### src/rtl/core/jii_ram.sv
`timescale 1ns / 1ps
// ----------------------------------------------------------------------------
// Generic single-port-write RAM
// One write port and one read port; read data is registered.
// ----------------------------------------------------------------------------
module jii_ram #(
  parameter int WIDTH  = 32,
  parameter int DEPTH  = 8,
  parameter int ADDR_W = (DEPTH > 1) ? $clog2(DEPTH) : 1
) (
  input  logic              clk,
  input  logic              wr_en,
  input  logic [ADDR_W-1:0] wr_addr,
  input  logic [WIDTH-1:0]  wr_data,
  input  logic              rd_en,
  input  logic [ADDR_W-1:0] rd_addr,
  output logic [WIDTH-1:0]  rd_data
);

  logic [WIDTH-1:0] mem_r [DEPTH];
  logic [WIDTH-1:0] rd_data_r;

  // Write port and registered read port.
  always_ff @(posedge clk) begin
    if (wr_en) begin
      mem_r[wr_addr] <= wr_data;
    end
    if (rd_en) begin
      rd_data_r <= mem_r[rd_addr];
    end
  end

  assign rd_data = rd_data_r;

endmodule

### config.mk
export PLATFORM = sky130hd
export DESIGN_NAME = jii_ram
export DESIGN_NICKNAME = d
export VERILOG_FILES = /design/src/rtl/core/jii_ram.sv
export SDC_FILE = /design/constraint.sdc
export NUM_CORES = 1
export LEC_CHECK = 0
export ABC_AREA = 1
export BUFFER_PORTS_ARGS = -buffer_cell sky130_fd_sc_hd__buf_2
export CAP_MARGIN = 10
export CORE_MARGIN = 5
export CORE_UTILIZATION = 50
export DETAILED_ROUTE_END_ITERATION = 10
export GPL_TIMING_DRIVEN = 0
export PLACE_DENSITY = 0.79
export SYNTH_ARGS = -nofsm -noshare
export SYNTH_HDL_FRONTEND = slang
export SYNTH_SLANG_ARGS = --single-unit
### constraint.sdc
create_clock -name clk -period 4.2 [get_ports clk]
set_input_delay 0.42 -clock clk [delete_from_list [all_inputs] [get_ports clk]]
set_output_delay 0.42 -clock clk [all_outputs]
set_load 0.005 [all_outputs]
# [Word-level counts from Yosys, hierarchy flattened]
# Memory sizes are Yosys's and may differ from the RTL's. A register that Yosys moved wholly into a read port is not among the register bits.
# Index checks and enable logic that the tools add are counted.
[word_totals] register_bits=0 mem_bits_rw=256 output_inout_bits=32 wordCells=3 n_memories=1
[classes] n_mux=2
[mem_list] name="mem_r" depth=8 word_bits=32 read_ports=1 rd_clocked_by_memory_dff=1 write_ports=1 line="20" text="logic [WIDTH-1:0] mem_r [DEPTH];"
[op_table] cell="$mux W1" count=2

# [Longest topological paths before layout]
# Gate-level depths: netlist of run 1.
[depth] ltp_word=2 mapped_depth=8 ltp_nobuf=6

# [Least setup slack after synthesis of run 1]
# No wires, ideal clock.
[synth_timing] path_kind="input to register" start="input port wr_addr[0]" end="memory mem_r[0][0], enable pin" setup_ps=421 t_arrival_ps=1916 required_time_ps=3779 slack_ps=1863 path_stages=3 cell_sequence="inv_1 nand2_1 nor2_1"
[synth_rtl] element="start, declared" line="13" text="input logic [ADDR_W-1:0] wr_addr,"
[synth_rtl] element="end, declared" line="20"
# Straight into the memory's write port.

# [Worst setup path after layout of run 1]
[layout_timing] start="register rd_data_r[10] (netlist: rd_data[10]), read port of mem_r" end="output port rd_data[10]"
[layout_rtl] element="start, declared" line="21" text="logic [WIDTH-1:0] rd_data_r;"
[layout_rtl] element="end, declared" line="17" text="output logic [WIDTH-1:0] rd_data"
# No word-level cell between the ends.

==> results.sh, run 1 <==
export IMPL_worst_clock_skew_ns=0.01046
export IMPL_status="completed"
export IMPL_sequential_area_share_after_synthesis_pct=70.93
export IMPL_dr_vias=8024
export IMPL_floorplan_io_pins=73
export IMPL_first_pass_iters=5
export IMPL_drt_wl_total_um=27060
export IMPL_timing_final_crit_share_pct=35.12
export IMPL_tritoncts_num_sinks=288
export IMPL_rr_worst_depth=6
export IMPL_synth_ff_latch_count=288
export IMPL_ctsLongestPathBuffers=3
export IMPL_finish_net_count=1308
export IMPL_combinationalPowerShare_pct=7.1
export IMPL_finalHoldViolations=0
export IMPL_crit_path_kind="flip-flop to output port"
export IMPL_cts_hold_repair_buffers=0
export IMPL_average_cell_area_after_synthesis_um2=10.55
export IMPL_grt_first_pass_wirelength_um=42900
export IMPL_routabilityCongestion=0.7798
export IMPL_final_max_slew_viol_count=0
export IMPL_synth_area_top_cells="edfxtp_1, nand2_1, inv_1"
export IMPL_cts_resized=0
export IMPL_vdd_drop_max_mv=0.3500
export IMPL_total_leakage_power_nw=6.394
export IMPL_die_area_mm2=0.02761
export IMPL_synth_top_area_share_pct=70.93
export IMPL_ratio_of_routed_vias_to_standard_cells=4.971
export IMPL_share_of_power_burned_in_registers_pct=54.1
export IMPL_detail_route_antenna_nets=0
export IMPL_setup_tns_ns=0
export IMPL_clockRootBuffer="clkbuf_16"
export IMPL_worst_hold_path_type="input port to flip-flop"
export IMPL_crit_path_cell_trace="buf_2"
export IMPL_detail_route_wl_per_cell_um=16.76
export IMPL_port_buffers=71
export IMPL_cp_depth=1
export IMPL_initial_antenna_violation_count=2
export IMPL_setup_repair_after_global_routing_missed_its_margin="no"
export IMPL_yosysUniqueCellTypes=11
export IMPL_cts_bufs_inserted=30
export IMPL_dieHeight_um=166.2
export IMPL_switching_share_pct=22.16
export IMPL_setup_violations=0
export IMPL_power_switching_mw=1.355
export IMPL_regToRegStartpoint="mem_r[0][22]$_DFFE_PP_"
export IMPL_totalPowerFinal_mw=6.113
export IMPL_cpLargestDelayFamily="flip-flops"
export IMPL_timing_fmax_mhz=677.9
export IMPL_setup_worst_path_start="rd_data[10]$_DFFE_PP_"
export IMPL_cp_required_ns=3.78
export IMPL_drt_first_iter_violations=708
export IMPL_endpoint_kind="output port"
export IMPL_clk_latency_ns=0.54
export IMPL_detailedPlacementHpwl_um=16920
export IMPL_start_util_pct=50.43
export IMPL_timing_critical_path_buf_inv=1
export IMPL_maxSlewHeadroom_pct=44.59
export IMPL_netlist_instances=1156
export IMPL_critPathLaunchType="flip-flop"
export IMPL_top_fanout_value_on_the_critical_path=1
export IMPL_rows=57
export IMPL_grt_pass1_vias=8149
export IMPL_die_w_um=166.2
export IMPL_cap_violations=0
export IMPL_critical_path_arrival_ns=1.06
export IMPL_share_of_layout_cells_above_drive_strength_1_pct=12.26
export IMPL_fillerInstances=1844
export IMPL_detail_route_drc_violations=0
export IMPL_grt_max_degree=33
export IMPL_synthDominantAreaCellType="edfxtp_1"
export IMPL_cts_max_level=1
export IMPL_crit_path_top_delay_cell="edfxtp_1"
export IMPL_power_density_of_the_placed_cells_mw_per_mm2=434.6
export IMPL_timing_critical_path_slowest_cell_delay_ns=0.38
export IMPL_total_grt_overflow=0
export IMPL_fin_cells=1614
export IMPL_power_report_internal_total_mw=4.758
export IMPL_fp_coreArea_mm2=0.02418
export IMPL_placed_cells=1559
export IMPL_rr_endpoint="rd_data[22]$_DFFE_PP_"
export IMPL_layout_area_overhead_vs_synth_pct=15.36
export IMPL_grt_usage_pct=19.54
export IMPL_clkPwrFrac_pct=38.8
export IMPL_clk_pin_slew_ns=0.06
export IMPL_tightest_slew_ns=0.8312
export IMPL_tritoncts_clock_tree="done"
export IMPL_mapped_area_mm2=0.01219
export IMPL_r2r_slack_ns=3.09
export IMPL_worst_setup_path_endpoint="rd_data[10]"
export IMPL_ys_warn_count=0
export IMPL_mappedNetlistNets=1197
export IMPL_min_period_ns=1.475
export IMPL_postCtsSetupBuffers=0
sequential cells by signal, summed over array words and instances (netlist names):
register  cells
mem_r       256
rd_data      32
metal layers:
metal / up-vias / share of wire [%] / track usage, %
met3: 60 / 8.2 / 3.380
met2: 386 / 50 / 33.54
li1: 3839 / - / -
met1: 3737 / 39 / 25.15
met5: - / 0.048 / 0.1739
met4: 2 / 2.7 / 7.030
area by class of cell:
class | instances | area [um^2] | share of cell area [%]
Antenna cell | 1 | 2.502 | 0.01779
Buffer | 48 | 306.5 | 2.179
Clock buffer | 39 | 805.8 | 5.729
Clock inverter | 15 | 68.82 | 0.4892
Inverter | 262 | 983.4 | 6.992
Multi-Input combinational cell | 558 | 2315 | 16.46
Sequential cell | 288 | 8648 | 61.48
Tap cell | 324 | 405.4 | 2.882
Timing Repair Buffer | 79 | 530.5 | 3.772
stage by stage:
stage / hold WS (ns) / utilization [%] / area [um^2] / setup WS, ns
floorplan: 0.5189 / - / 12190 / 1.863
global placement: 0.6854 / 53.58 / 12950 / 0.5971
detailed placement: 0.6863 / 54.55 / 13190 / 2.271
CTS: 0.1215 / 58.17 / 14060 / 2.695
global route: 0.1377 / 58.18 / 14070 / 2.677
finish: 0.1369 / 58.18 / 14070 / 2.725
placed cells by master (no fill, tap or decap), types with 8 or more instances in the layout:
master and n:
clkinv_1 13, buf_2 91, clkbuf_1 15, nand3_1 128, inv_1 260, buf_6 11, edfxtp_1 288, nor2_4 8
clkbuf_16 31, nand2_1 422
power groups by stage:
stage / sequential [mW] / clock [mW] / combinational (mW)
after floorplan: 3.37 / 0 / 0.231
after global placement: 3.37 / 0 / 0.395
after detailed placement: 3.37 / 0 / 0.425
after CTS: 3.31 / 2.40 / 0.431
after global routing: 3.32 / 2.53 / 0.482
final: 3.31 / 2.37 / 0.431
worst min-delay path by stage:
stage / slack, ns / from / to / cells after the start
detailed placement: 0.69 / wr_data[23] / mem_r[4][23]$_DFFE_PP_ / 1
floorplan: 0.52 / wr_data[0] / mem_r[0][0]$_DFFE_PP_ / 0
global route: 0.14 / wr_data[23] / mem_r[1][23]$_DFFE_PP_ / 1
CTS: 0.12 / wr_data[29] / mem_r[0][29]$_DFFE_PP_ / 1
global placement: 0.69 / mem_r[4][18]$_DFFE_PP_ / rd_data[18]$_DFFE_PP_ / 6
finish: 0.14 / wr_data[23] / mem_r[2][23]$_DFFE_PP_ / 1
cell usage after synthesis:
library cell / number
buf_4: 5
nand2_1: 422
buf_6: 11
nor2_1: 8
buf_2: 20
buf_1: 5
clkbuf_1: 7
edfxtp_1: 288
inv_1: 260
nand3_1: 128
inv_2: 2
cell families after synthesis:
| group | after synthesis | synth area share [%] |
|---|---|---|
| DFF | 288 | 70.93 |
| buffers and inverters | 310 | 10.58 |
| and+or+nand+nor | 558 | 18.49 |
No activity file was read; power rests on OpenSTA's default activity.
==> inputs of run 2 (changes only) <==
PLACE_DENSITY = 0.81   (was 0.79)
clock period = 1.3 ns   (was 4.2 ns; I/O delays follow)
==> run 2 against run 1 <==
Net effect: final cell count increased by 1.8%; largest cell class unchanged; via count increased by 0.56%; clock skew increased by 0.013 ns; non-clock buffer count increased by 31; critical path depth increased by 3; total power increased to 3.2 times the previous value; clock power increased to 3.2 times the previous value; hold slack improved by 0.022 ns; first-iteration DRC count increased by 26%.
==> results.sh, run 2 (synthesized netlist as in run 1, its figures left out) <==
export IMPL_status="completed"
export IMPL_postLayoutCellArea_mm2=0.01437
export IMPL_postLayoutCoreUtil_pct=59.45
export IMPL_r2r_slack_ns=0.22
export IMPL_place_area_mm2=0.01319
export IMPL_detail_route_antenna_nets=0
export IMPL_grt_first_pass_wirelength_um=41920
export IMPL_power_density_of_the_placed_cells_mw_per_mm2=1373
export IMPL_initial_antenna_violation_count=0
export IMPL_largest_register="mem_r"
export IMPL_crit_path_kind="input port to flip-flop"
export IMPL_die_area_mm2=0.02761
export IMPL_timing_final_crit_share_pct=91.27
export IMPL_timing_fmax_mhz=842.8
export IMPL_fp_coreArea_mm2=0.02418
export IMPL_final_seq_area_mm2=0.008648
export IMPL_final_critical_path_setup_slack_ns=0.1134
export IMPL_postCtsSetupBuffers=0
export IMPL_rr_worst_depth=6
export IMPL_maxSlewHeadroom_pct=21.34
export IMPL_tritoncts_num_sinks=288
export IMPL_worst_clock_skew_ns=0.02358
export IMPL_finalHoldViolations=0
export IMPL_cts_bufs_inserted=29
export IMPL_cap_violations=0
export IMPL_largest_register_ff_count=256
export IMPL_holdPathEnd="mem_r[2][18]$_DFFE_PP_"
export IMPL_ratio_of_routed_vias_to_standard_cells=4.911
export IMPL_share_of_layout_cells_above_drive_strength_1_pct=12.51
export IMPL_cts_max_level=1
export IMPL_finish_net_count=1338
export IMPL_detail_route_drc_violations=0
export IMPL_grt_usage_pct=19.22
export IMPL_commonest_non_fill_non_tap_cells_in_the_layout="nand2_1, edfxtp_1, inv_1"
export IMPL_ctsLongestPathBuffers=3
export IMPL_antenna_cells_inserted=0
export IMPL_multiInputGateArea_mm2=0.002320
export IMPL_cp_required_ns=1.45
export IMPL_drt_first_iter_violations=891
export IMPL_placed_cells=1558
export IMPL_fillerInstances=1836
export IMPL_routabilityCongestion=0.7829
export IMPL_port_buffers=71
export IMPL_worst_hold_path_num_cells=3
export IMPL_setup_violations=0
export IMPL_floorplan_io_pins=73
export IMPL_critPathLaunchType="input port"
export IMPL_clk_latency_ns=0.55
export IMPL_crit_path_top_delay_cell="nor2_4"
export IMPL_top_fanout_value_on_the_critical_path=32
export IMPL_start_util_pct=50.43
export IMPL_total_grt_overflow=0
export IMPL_fin_cells=1643
export IMPL_mostFrequentLayoutCell="nand2_1"
export IMPL_clk_pin_slew_ns=0.06
export IMPL_min_period_ns=1.187
export IMPL_final_max_slew_viol_count=0
export IMPL_dr_vias=8069
export IMPL_holdCritStartpoint="wr_addr[1]"
export IMPL_worst_hold_path_type="input port to flip-flop"
export IMPL_dieHeight_um=166.2
export IMPL_grt_pass1_vias=8163
export IMPL_setup_repair_after_global_routing_missed_its_margin="no"
export IMPL_endpoint_kind="flip-flop"
export IMPL_rr_endpoint="rd_data[13]$_DFFE_PP_"
export IMPL_grt_max_degree=33
export IMPL_timing_critical_path_slowest_cell_delay_ns=0.91
export IMPL_layout_area_overhead_vs_synth_pct=17.89
export IMPL_critical_path_arrival_ns=1.34
export IMPL_detailedPlacementHpwl_um=16890
export IMPL_total_leakage_power_nw=6.535
export IMPL_detail_route_wl_per_cell_um=16.51
export IMPL_first_pass_iters=5
export IMPL_die_w_um=166.2
export IMPL_rows=57
export IMPL_clockRootBuffer="clkbuf_16"
export IMPL_tightest_slew_ns=1.177
export IMPL_cpLargestDelayFamily="simple AND/OR/NAND/NOR gates"
export IMPL_regToRegStartpoint="mem_r[7][13]$_DFFE_PP_"
export IMPL_crit_path_cell_trace="buf_2 > inv_1 > nand2_2 > nor2_4"
export IMPL_timing_critical_path_buf_inv=2
export IMPL_vdd_drop_max_mv=1.098
export IMPL_pre_cts_slack_ns=-0.5363
export IMPL_setup_tns_ns=0
export IMPL_drt_wl_total_um=27120
export IMPL_tritoncts_clock_tree="done"
-- run 2: cell type report --
class	instances	share of cell area (%)
Timing Repair Buffer	110	5.937
Tap cell	324	2.820
Multi-Input combinational cell	558	16.14
Clock buffer	35	5.205
Sequential cell	288	60.17
Inverter	262	6.842
Buffer	48	2.133
Clock inverter	18	0.7573
-- run 2: layer usage --
layer  vias to the layer above  track usage, %  routed length, um
met4                         0           6.707                689
met5                         -               0                  0
met3                        59           3.237               2257
li1                       3896               -                  -
met2                       351           33.19              13360
met1                      3763           24.73              10810
-- run 2: where the power goes --
group	total, mW	leakage [nW]	switching, mW	internal, mW
clock network	7.57	0.427	3.31	4.26
registers	10.7	2.64	0.0778	10.6
logic	1.47	3.46	0.966	0.505
total	19.7	6.54	4.35	15.4
-- run 2: how the worst max path moves through the flow --
stage	startpoint	to	slack, ns	cells past startpoint
after floorplan	wr_addr[0]	mem_r[0][0]$_DFFE_PP_	-0.27	3
after detailed placement	wr_en	mem_r[3][18]$_DFFE_PP_	-0.54	3
after CTS	wr_en	mem_r[3][0]$_DFFE_PP_	0.03	3
final	wr_addr[2]	mem_r[3][12]$_DFFE_PP_	0.11	4
after global routing	wr_addr[2]	mem_r[3][12]$_DFFE_PP_	0.05	4
after global placement	wr_addr[0]	mem_r[0][11]$_DFFE_PP_	-1.15	4
-- run 2: timing repair --
item,in CTS,in global routing
endpoints found under the setup margin,0,32
gates resized for setup,0,2
hold endpoints to repair,256,0
hold buffers,32,0
-- run 2: worst reg2reg max path, cell delays in order, from the launching register on --
cell and delay [ns]:
edfxtp_1 0.38, inv_1 0.08, nand2_1 0.05, nand3_1 0.08
nand2_1 0.06, nand2_1 0.07, nand2_1 0.10
-- run 2: through the flow --
stage               power, mW  hold WS [ns]
floorplan               11.64        0.2289
CTS                     19.78        0.1583
global route            20.40        0.1737
finish                  19.73        0.1589
detailed placement      12.26        0.3946
global placement        12.15        0.3924
