$ cat config.mk
export PLATFORM = sky130hd
export DESIGN_NAME = jii_step_unit
export DESIGN_NICKNAME = d
export VERILOG_FILES = /design/src/rtl/core/jii_pkg.sv /design/src/rtl/core/jii_step_unit.sv
export SDC_FILE = /design/constraint.sdc
export NUM_CORES = 2
export LEC_CHECK = 0
export ABC_CLOCK_PERIOD_IN_PS = 11350
export BUFFER_PORTS_ARGS = -buffer_cell sky130_fd_sc_hd__buf_4
export CAP_MARGIN = 20
export CORE_UTILIZATION = 59
export CTS_BUF_LIST = sky130_fd_sc_hd__clkbuf_2 sky130_fd_sc_hd__clkbuf_4 sky130_fd_sc_hd__clkbuf_8
export DETAILED_ROUTE_END_ITERATION = 10
export PLACE_DENSITY = 0.91
export SETUP_SLACK_MARGIN = 0.1
export SLEW_MARGIN = 25
export SYNTH_ARGS = -nofsm -noshare
export SYNTH_HDL_FRONTEND = slang
export SYNTH_SLANG_ARGS = --single-unit
$ cat constraint.sdc
create_clock -name clk -period 11.35 [get_ports clk]
set_input_delay 1.135 -clock clk [delete_from_list [all_inputs] [get_ports clk]]
set_output_delay 1.135 -clock clk [all_outputs]
set_load 0.02 [all_outputs]
$ cat src/rtl/core/jii_pkg.sv
`timescale 1ns / 1ps
// ----------------------------------------------------------------------------
// Joint impedance integrator package
// Shared types, constants and saturation helpers for the joint impedance
// integrator and its submodules.
// ----------------------------------------------------------------------------
package jii_pkg;

  // Number of joint axes held in the state memories.
  localparam int NUM_AXES = 8;
  // Fraction bits of every fixed-point value.
  localparam int FRAC_BITS = 16;
  // Width of the axis field of an item.
  localparam int AXIS_W = 3;
  // Memory address width that the axis count needs.
  localparam int ADDR_W = (NUM_AXES > 1) ? $clog2(NUM_AXES) : 1;
  // Bits of the squared period after the fraction shift.
  localparam int TT_W = 32 - FRAC_BITS;

  // Sample period after reset.
  localparam logic [15:0] PERIOD_RESET = 16'd66;

  // Opcodes; the result status repeats the opcode.
  localparam logic [1:0] OP_LOAD  = 2'd0;
  localparam logic [1:0] OP_START = 2'd1;
  localparam logic [1:0] OP_STEP  = 2'd2;
  localparam logic [1:0] OP_HOLD  = 2'd3;

  localparam logic signed [63:0] S32_MAX = 64'sd2147483647;
  localparam logic signed [63:0] S32_MIN = -64'sd2147483648;

  // One input item.
  typedef struct packed {
    logic [1:0]         opcode;
    logic [AXIS_W-1:0]  axis;
    logic signed [31:0] target_pos;
    logic signed [31:0] target_vel;
    logic signed [31:0] ext_torque;
    logic signed [31:0] stiffness_in;
    logic signed [31:0] damping_in;
    logic [30:0]        inv_inertia_in;
    logic signed [31:0] deadband_in;
    logic signed [31:0] measured_pos;
    logic signed [31:0] measured_vel;
  } in_item_t;

  // One result item.
  typedef struct packed {
    logic [AXIS_W-1:0]  out_axis;
    logic signed [31:0] cmd_pos;
    logic signed [31:0] cmd_vel;
    logic [1:0]         status;
    logic               saturated;
  } out_item_t;

  // Per-axis motion state, one memory word.
  typedef struct packed {
    logic signed [31:0] pos;
    logic signed [31:0] vel;
  } kin_t;

  // Per-axis gains, one memory word.
  typedef struct packed {
    logic signed [31:0] stiff;
    logic signed [31:0] damp;
    logic [30:0]        inv_inertia;
    logic signed [31:0] deadband;
  } gains_t;

  // Operands handed to the step unit.
  typedef struct packed {
    kin_t               kin;
    gains_t             gains;
    logic signed [31:0] target_pos;
    logic signed [31:0] target_vel;
    logic signed [31:0] torque;
    logic [15:0]        period;
  } step_req_t;

  // Result of the step unit.
  typedef struct packed {
    kin_t kin;
    logic saturated;
  } step_rsp_t;

  // Clip a wide signed value to the 32-bit signed range.
  function automatic logic signed [31:0] sat32(input logic signed [63:0] v);
    logic signed [31:0] r;
    if (v > S32_MAX) begin
      r = 32'sh7FFFFFFF;
    end else if (v < S32_MIN) begin
      r = 32'sh80000000;
    end else begin
      r = v[31:0];
    end
    return r;
  endfunction

  // True when a wide signed value lies outside the 32-bit signed range.
  function automatic logic ovf32(input logic signed [63:0] v);
    return (v > S32_MAX) || (v < S32_MIN);
  endfunction

endpackage

$ cat src/rtl/core/jii_step_unit.sv
`timescale 1ns / 1ps
// ----------------------------------------------------------------------------
// Joint impedance step unit
// Runs one integration step in eight phases around a single shared
// multiplier: force, acceleration, then position and velocity.
// ----------------------------------------------------------------------------
module jii_step_unit (
  input  logic               clk,
  input  logic               rst_n,
  input  logic               start,
  input  jii_pkg::step_req_t req,
  output logic               done,
  output jii_pkg::step_rsp_t rsp
);

  localparam logic [2:0] PH_DB  = 3'd0;
  localparam logic [2:0] PH_F1  = 3'd1;
  localparam logic [2:0] PH_F2  = 3'd2;
  localparam logic [2:0] PH_ACC = 3'd3;
  localparam logic [2:0] PH_A   = 3'd4;
  localparam logic [2:0] PH_X1  = 3'd5;
  localparam logic [2:0] PH_X2  = 3'd6;
  localparam logic [2:0] PH_V   = 3'd7;

  localparam int F = jii_pkg::FRAC_BITS;

  jii_pkg::step_req_t req_r;
  jii_pkg::step_rsp_t rsp_r;
  logic                   run_r;
  logic                   done_r;
  logic [2:0]             phase_r;
  logic signed [63:0]     p_r;
  logic signed [63:0]     acc_r;
  logic signed [63:0]     nx_r;
  logic signed [31:0]     a_r;
  logic [jii_pkg::TT_W-1:0] tt_r;

  logic signed [33:0] mul_a;
  logic signed [33:0] mul_b;
  logic signed [67:0] prod;
  logic signed [32:0] diff_pos;
  logic signed [32:0] diff_vel;
  logic signed [32:0] torque_db;
  logic signed [32:0] db_ext;
  logic signed [32:0] tq_ext;
  logic signed [63:0] nv;

  // Tracking errors and the torque shrunk by the deadband.
  always_comb begin
    diff_pos = 33'(req_r.target_pos) - 33'(req_r.kin.pos);
    diff_vel = 33'(req_r.target_vel) - 33'(req_r.kin.vel);
    db_ext   = 33'(req_r.gains.deadband);
    tq_ext   = 33'(req_r.torque);
    if (tq_ext > db_ext) begin
      torque_db = tq_ext - db_ext;
    end else if (tq_ext < -db_ext) begin
      torque_db = tq_ext + db_ext;
    end else begin
      torque_db = '0;
    end
  end

  // Operand selection for the shared multiplier.
  always_comb begin
    mul_a = '0;
    mul_b = '0;
    unique case (phase_r)
      PH_DB: begin
        mul_a = 34'(req_r.gains.stiff);
        mul_b = 34'(diff_pos);
      end
      PH_F1: begin
        mul_a = 34'(req_r.gains.damp);
        mul_b = 34'(diff_vel);
      end
      PH_F2: begin
        mul_a = $signed({18'b0, req_r.period});
        mul_b = $signed({18'b0, req_r.period});
      end
      PH_ACC: begin
        mul_a = $signed({3'b0, req_r.gains.inv_inertia});
        mul_b = 34'(jii_pkg::sat32(acc_r));
      end
      PH_A: begin
        mul_a = 34'(req_r.kin.vel);
        mul_b = $signed({18'b0, req_r.period});
      end
      PH_X1: begin
        mul_a = 34'(a_r);
        mul_b = $signed({(34 - jii_pkg::TT_W)'(0), tt_r});
      end
      PH_X2: begin
        mul_a = 34'(a_r);
        mul_b = $signed({18'b0, req_r.period});
      end
      PH_V: begin
        mul_a = '0;
        mul_b = '0;
      end
      default: begin
        mul_a = '0;
        mul_b = '0;
      end
    endcase
  end

  assign prod = mul_a * mul_b;
  assign nv   = 64'(req_r.kin.vel) + (p_r >>> F);

  // Phase sequencing and control.
  always_ff @(posedge clk) begin
    if (!rst_n) begin
      run_r   <= 1'b0;
      done_r  <= 1'b0;
      phase_r <= PH_DB;
    end else begin
      done_r <= 1'b0;
      if (start) begin
        run_r   <= 1'b1;
        phase_r <= PH_DB;
      end else if (run_r) begin
        phase_r <= phase_r + 3'd1;
        if (phase_r == PH_V) begin
          run_r  <= 1'b0;
          done_r <= 1'b1;
        end
      end
    end
  end

  // Datapath: product register, force accumulator and integration.
  always_ff @(posedge clk) begin
    if (start) begin
      req_r <= req;
    end
    if (run_r) begin
      p_r <= prod[63:0];
      unique case (phase_r)
        PH_DB: begin
          acc_r <= 64'(torque_db);
        end
        PH_F1, PH_F2: begin
          acc_r <= acc_r + (p_r >>> F);
        end
        PH_ACC: begin
          tt_r <= p_r[F + jii_pkg::TT_W - 1:F];
        end
        PH_A: begin
          a_r <= jii_pkg::sat32(p_r >>> F);
        end
        PH_X1: begin
          nx_r <= 64'(req_r.kin.pos) + (p_r >>> F);
        end
        PH_X2: begin
          nx_r <= nx_r + (p_r >>> (F + 1));
        end
        PH_V: begin
          rsp_r.kin.pos   <= jii_pkg::sat32(nx_r);
          rsp_r.kin.vel   <= jii_pkg::sat32(nv);
          rsp_r.saturated <= jii_pkg::ovf32(nx_r) | jii_pkg::ovf32(nv);
        end
        default: begin
          acc_r <= acc_r;
        end
      endcase
    end
  end

  assign done = done_r;
  assign rsp  = rsp_r;

endmodule

; Yosys cells after proc, flatten, opt, wreduce, memory -nomap -nowiden
; Cells that the tools add are included.
[word_totals]
output_inout_bits = 66
register_bits = 613
in_bits = 306
[op_classes]
bitwise_logic = 3
addsub = 10
n_reduce_logical = 15
eq_ne = 7
n_lt_le_gt_ge = 10
n_mul = 1
mux = 15
[op_table]
columns = cell, count
row1 = 64-bit one-hot mux with 2 select lines, 2
row2 = 34-bit one-hot mux with 7 select lines, 1
row3 = 34-bit one-hot mux with 6 select lines, 1
row4 = 32-bit two-way mux, 5
row5 = 64-bit by 32-bit > comparator with 1-bit output (second input constant), 2
row6 = 64-bit by 32-bit < comparator with 1-bit output (second input constant), 2
row7 = 32-bit by 32-bit subtractor with 33-bit output, 3
row8 = 32-bit by 48-bit adder with 49-bit output, 2
row9 = 33-bit two-way mux, 2
row10 = 64-bit by 47-bit adder with 64-bit output, 1
row11 = 64-bit by 48-bit adder with 64-bit output, 1
row12 = 34-bit by 34-bit multiplier with 64-bit output, 1
row13 = 49-bit by 32-bit > comparator with 1-bit output (second input constant), 1
row14 = 49-bit by 32-bit < comparator with 1-bit output (second input constant), 1
row15 = 48-bit by 32-bit > comparator with 1-bit output (second input constant), 1
row16 = 48-bit by 32-bit < comparator with 1-bit output (second input constant), 1
row17 = 32-bit by 32-bit adder with 33-bit output, 1
row18 = 32-bit by 33-bit < comparator with 1-bit output, 1
row19 = 32-bit negator with 33-bit output, 1
row20 = 32-bit > comparator, 1
row21 = 3-bit == test (second input constant), 4
row22 = 2-bit AND reduction, 5
row23 = 3-bit by 2-bit == test with 1-bit output (second input constant), 2
row24 = 2-bit OR reduction, 3
row25 = 9 further kinds, 16

; Logic depth before layout (Yosys ltp)
[depth]
ltp_word = 5
ltp_mapped = 45
depth_no_buf = 44

; Worst setup path after synthesis
; No wires, ideal clock.
[synth_timing]
path_kind = register to register
start = register phase_r[2]
end = register p_r[63], data pin
period_less_slack_ns = 10.824
path_stages_with_launch = 38
slack_ns = 0.526
arrival_ns = 10.559
path_cell_list = dfxtp_1 clkbuf_1 inv_1 ha_1 buf_2 or4_1 nor2_1 clkbuf_1 clkbuf_1 nor2_1 nor2_1 clkbuf_1 nand2_1 fa_1 inv_1 fa_1 fa_1 inv_1 [... 2 more ...] fa_1 fa_1 fa_1 inv_1 fa_1 inv_1 ha_1 a21oi_1 o21bai_1 a21oi_1 o21bai_1 a21o_1 a21oi_1 o21ai_0 a41o_1 o41a_1 xnor2_1 xnor2_1
[synth_via]
elab_chain_len = 4
elab_cells_between_ends = 13
cone_classes = 1 x mul / 7 x eq/ne / 2 x mux / 3 x reduce/logical
[synth_rtl]
columns = item, line
row1 = "start, declared", jii_step_unit.sv:31  ; logic [2:0] phase_r;
row2 = "start signal, assigned", jii_step_unit.sv:122  ; phase_r <= phase_r + 3'd1;
row3 = 3-bit == test or 3-bit by 2-bit == test with 1-bit output (tied branches), jii_step_unit.sv:67  ; unique case (phase_r)
row4 = 3-bit OR reduction (no source line) or 2-bit OR reduction (tied branches), --
row5 = 34-bit one-hot mux with 6 select lines or 34-bit one-hot mux with 7 select lines (tied branches), jii_step_unit.sv:67
row6 = 34-bit by 34-bit multiplier with 64-bit output (*), jii_step_unit.sv:107  ; assign prod = mul_a * mul_b;
row7 = named net prod[63], jii_step_unit.sv:40  ; logic signed [67:0] prod;
row8 = "end signal, assigned", jii_step_unit.sv:137  ; p_r <= prod[63:0];
row9 = "end, declared", jii_step_unit.sv:32  ; logic signed [63:0] p_r;
; The timed path passes the listed nets; every way through them passes the cells marked *.
; A chain may end at the register's enable or synchronous reset.

; Final worst setup path
[layout_timing]
start = register phase_r[0]
end = register p_r[50], data pin
; The elaborated chain is that of the path after synthesis.

==> summary.md <==
| Metric | Value |
|---|---|
| CTS Buf Count | 105 |
| Synth top area cells | fa_1 29%, edfxtp_1 22%, ha_1 9.1%, inv_1 6.9%, nor2_1 4.4% |
| Num ports | 372 |
| R2r startpoint | phase_r[0]$_SDFFE_PP0P_ |
| Final worst setup slack | 0.228 ns |
| PortBufs | 371 |
| Reg2reg end | p_r[50]$_DFFE_PP_ |
| Top cell type's share of synthesized area | 29.0% |
| Syn avg cell area | 9.34 um2 |
| Die Area | 137000 um2 |
| Post-Syn Nets | 10632 |
| Number of synthesized register bits | 597 |
| Crit-path max FO | 23 |
| Vias per inst | 6.51 |
| Clk root buf | clkbuf_8 |
| Crit start category | flop |
| Initial Util | 59.8% |
| CP top delay family | adder cells |
| Worst skew pair latency | 0.95 ns |
| Max frequency | 89.9 MHz |
| Period minus WS final | 11.12 ns |
| Worst Skew | 0.138 ns |
| DIE HEIGHT | 371 um |
| Drc violations | 0 |
| Worst-case clock buffer depth | 3 |
| Worst-Margin Slew | 1.29 ns |
| DP HPWL | 229 mm |
| Nets | 11037 |
| Detailed Route WL | 296 mm |
| Post-DRT Antenna Nets | 0 |
| Largest net degree at the start of global routing | 111 |
| Worst EP required | 11.91 ns |
| Relative slew slack | 13.8% |
| Cell mode on critical path | fa_1 |
| CTS Sinks | 597 |
| Ys Warns | 0 |
| CTS H-tree lvls | 3 |
| First-pass GRT wire length | 432 mm |
| Util after Layout | 66.5% |
| Top FF cell, synth | edfxtp_1 |
| Final setup viols | 0 |
| Hold_buf cts | 0 |
| Total GRT Usage | 42.6% |
| # rows | 134 |
| Unrepaired setup endpoints after global routing | no |
| Setup crit end kind | flop |
| Max Cap Violations | 0 |
| Kind of critical path | flop to flop |
| Via Count | 70692 |
| Area of the multi-input gates | 55900 um2 |
| Crit path max-delay cell type | o21ai_0 |
| Number of distinct library cells after synthesis | 90 |
| Hold Startpoint | req[234] |
| CP bufs+invs | 8 |
| Syn Inst Count | 8581 |
| Post-Syn Area | 80200 um2 |
| Hold Path End | req_r[234]$_DFFE_PP_ |
| Slowest stage delay, CP | 0.69 ns |
| Drt first pass iters | 9 |
| Final hold violation count | 0 |
| Post-synthesis cell type with the largest combined area | fa_1 |
| Most common cell in the netlist | inv_1 |
| WL/cell | 27.3 um |
| Most frequent cells after synthesis | 1475 x inv_1, 1162 x fa_1, 933 x nor2_1, 747 x nand2_1, 592 x edfxtp_1 |
| Layout cells sized above 1 | 11.3% |
| Global route overflow | 0 |
| Sequential share of the synthesized area | 22.3% |
| RePlAce Congestion | 1.09 |
| Fillers | 10028 |
| Async S/R FF share, synth | 0% |
| Worst R2R Path Depth | 34 |
| CP Data Arrival Time | 11.68 ns |
| Final period util | 98.0% |
| Vias in the first global route | 70739 |
| Number of synthesized flops with an enable pin | 592 |
| DR iter-0 viols | 9829 |
| Die W | 371 um |
| CTS tree | built |
| Hold Path Class | primary input to flop |
| Worst-path clk slew | 0.06 ns |
| Setup WS pre-CTS | 0.0284 ns |
| Sequential cell area | 17900 um2 |
| Initial antenna violation count | 19 |
| Core area | 134000 um2 |
| Layout area overhead | 11.2% |
| Hold depth | 1 |
| Final Max Slew Viols | 0 |
| Worst R2R Setup Slack | 0.23 ns |
| Run status | finished clean |
==> layer usage <==
layer	global-route usage [%]	part of all wire [%]	wire, um
met2	61.2	41	122000
met5	0.559	0.090	267
met1	52.6	33	98800
met4	31.7	9.6	28400
met3	15.2	16	46900
==> layout make-up <==
type / instances / area share (%)
Tap cell: 1768 / 2.48
Clock buffer: 123 / 1.78
Timing Repair Buffer: 658 / 5.84
Clock inverter: 68 / 0.874
Multi-Input combinational cell: 6148 / 62.7
Sequential cell: 597 / 20.1
Antenna cell: 16 / 0.0449
Inverter: 1476 / 6.22
==> repair_timing <==
| item | 4_1_cts | 5_1_grt |
|---|---|---|
| endpoints found under the hold margin | 0 | 0 |
| pin swaps | 0 | 9 |
| buffers inserted | 0 | 20 |
| cloned | 0 | 3 |
| gates resized for setup | 6 | 55 |
| setup endpoints to repair | 10 | 22 |
==> worst max path at each step <==
stage | depth (start not counted) | slack, ns | from | endpoint
after global placement | 32 | -0.16 | phase_r[2]$_SDFFE_PP0P_ | p_r[46]$_DFFE_PP_
final | 34 | 0.23 | phase_r[0]$_SDFFE_PP0P_ | p_r[50]$_DFFE_PP_
after detailed placement | 40 | 0.03 | req_r[48]$_DFFE_PP_ | p_r[63]$_DFFE_PP_
after global routing | 43 | 0.03 | req_r[80]$_DFFE_PP_ | p_r[46]$_DFFE_PP_
after floorplan | 37 | 0.53 | phase_r[2]$_SDFFE_PP0P_ | p_r[63]$_DFFE_PP_
after CTS | 40 | 0.16 | req_r[48]$_DFFE_PP_ | p_r[63]$_DFFE_PP_
==> sequential cells by signal (all words and copies together), names as in the netlist <==
| register | flops |
|---|---|
| a_r | 32 |
| acc_r | 64 |
| db_ext | 32 |
| done | 1 |
| nx_r | 64 |
| p_r | 48 |
| phase_r | 3 |
| req_r | 271 |
| rsp | 65 |
| run_r | 1 |
| tt_r | 16 |
==> through the flow <==
stage	hold slack [ns]	TNS, ns	std cells	instance area, um2
6_report	0.362	0	10854	89200
5_1_grt	0.352	0	10842	89100
3_3_place_gp	0.537	-0.454	10618	86200
4_1_cts	0.379	0	10812	88600
2_1_floorplan	0.509	0	8581	80200
3_5_place_dp	0.554	0	10621	86200
==> cell families after synthesis <==
group / share of synthesized area [%]
xor+xnor: 3.43
mux: 0.215
simple gates: 13.7
compound gates: 13.6
buf+inv: 8.63
flops: 22.3
fa+ha+maj: 38.1
==> cells in the final DEF, fill, tap and decap left out, types with 106 or more instances in the layout <==
cell type,n
inv_1,1472
fa_1,1159
nor2_1,927
nand2_1,744
buf_4,625
edfxtp_1,592
ha_1,582
a21oi_1,406
o21ai_0,241
a21o_1,240
xnor2_1,204
nand2b_1,127
xor2_1,110
clkbuf_8,106
Power is left out: the tool's default activity adds up to more than one toggle a clock period on the data nets, which glitch-free logic cannot reach.
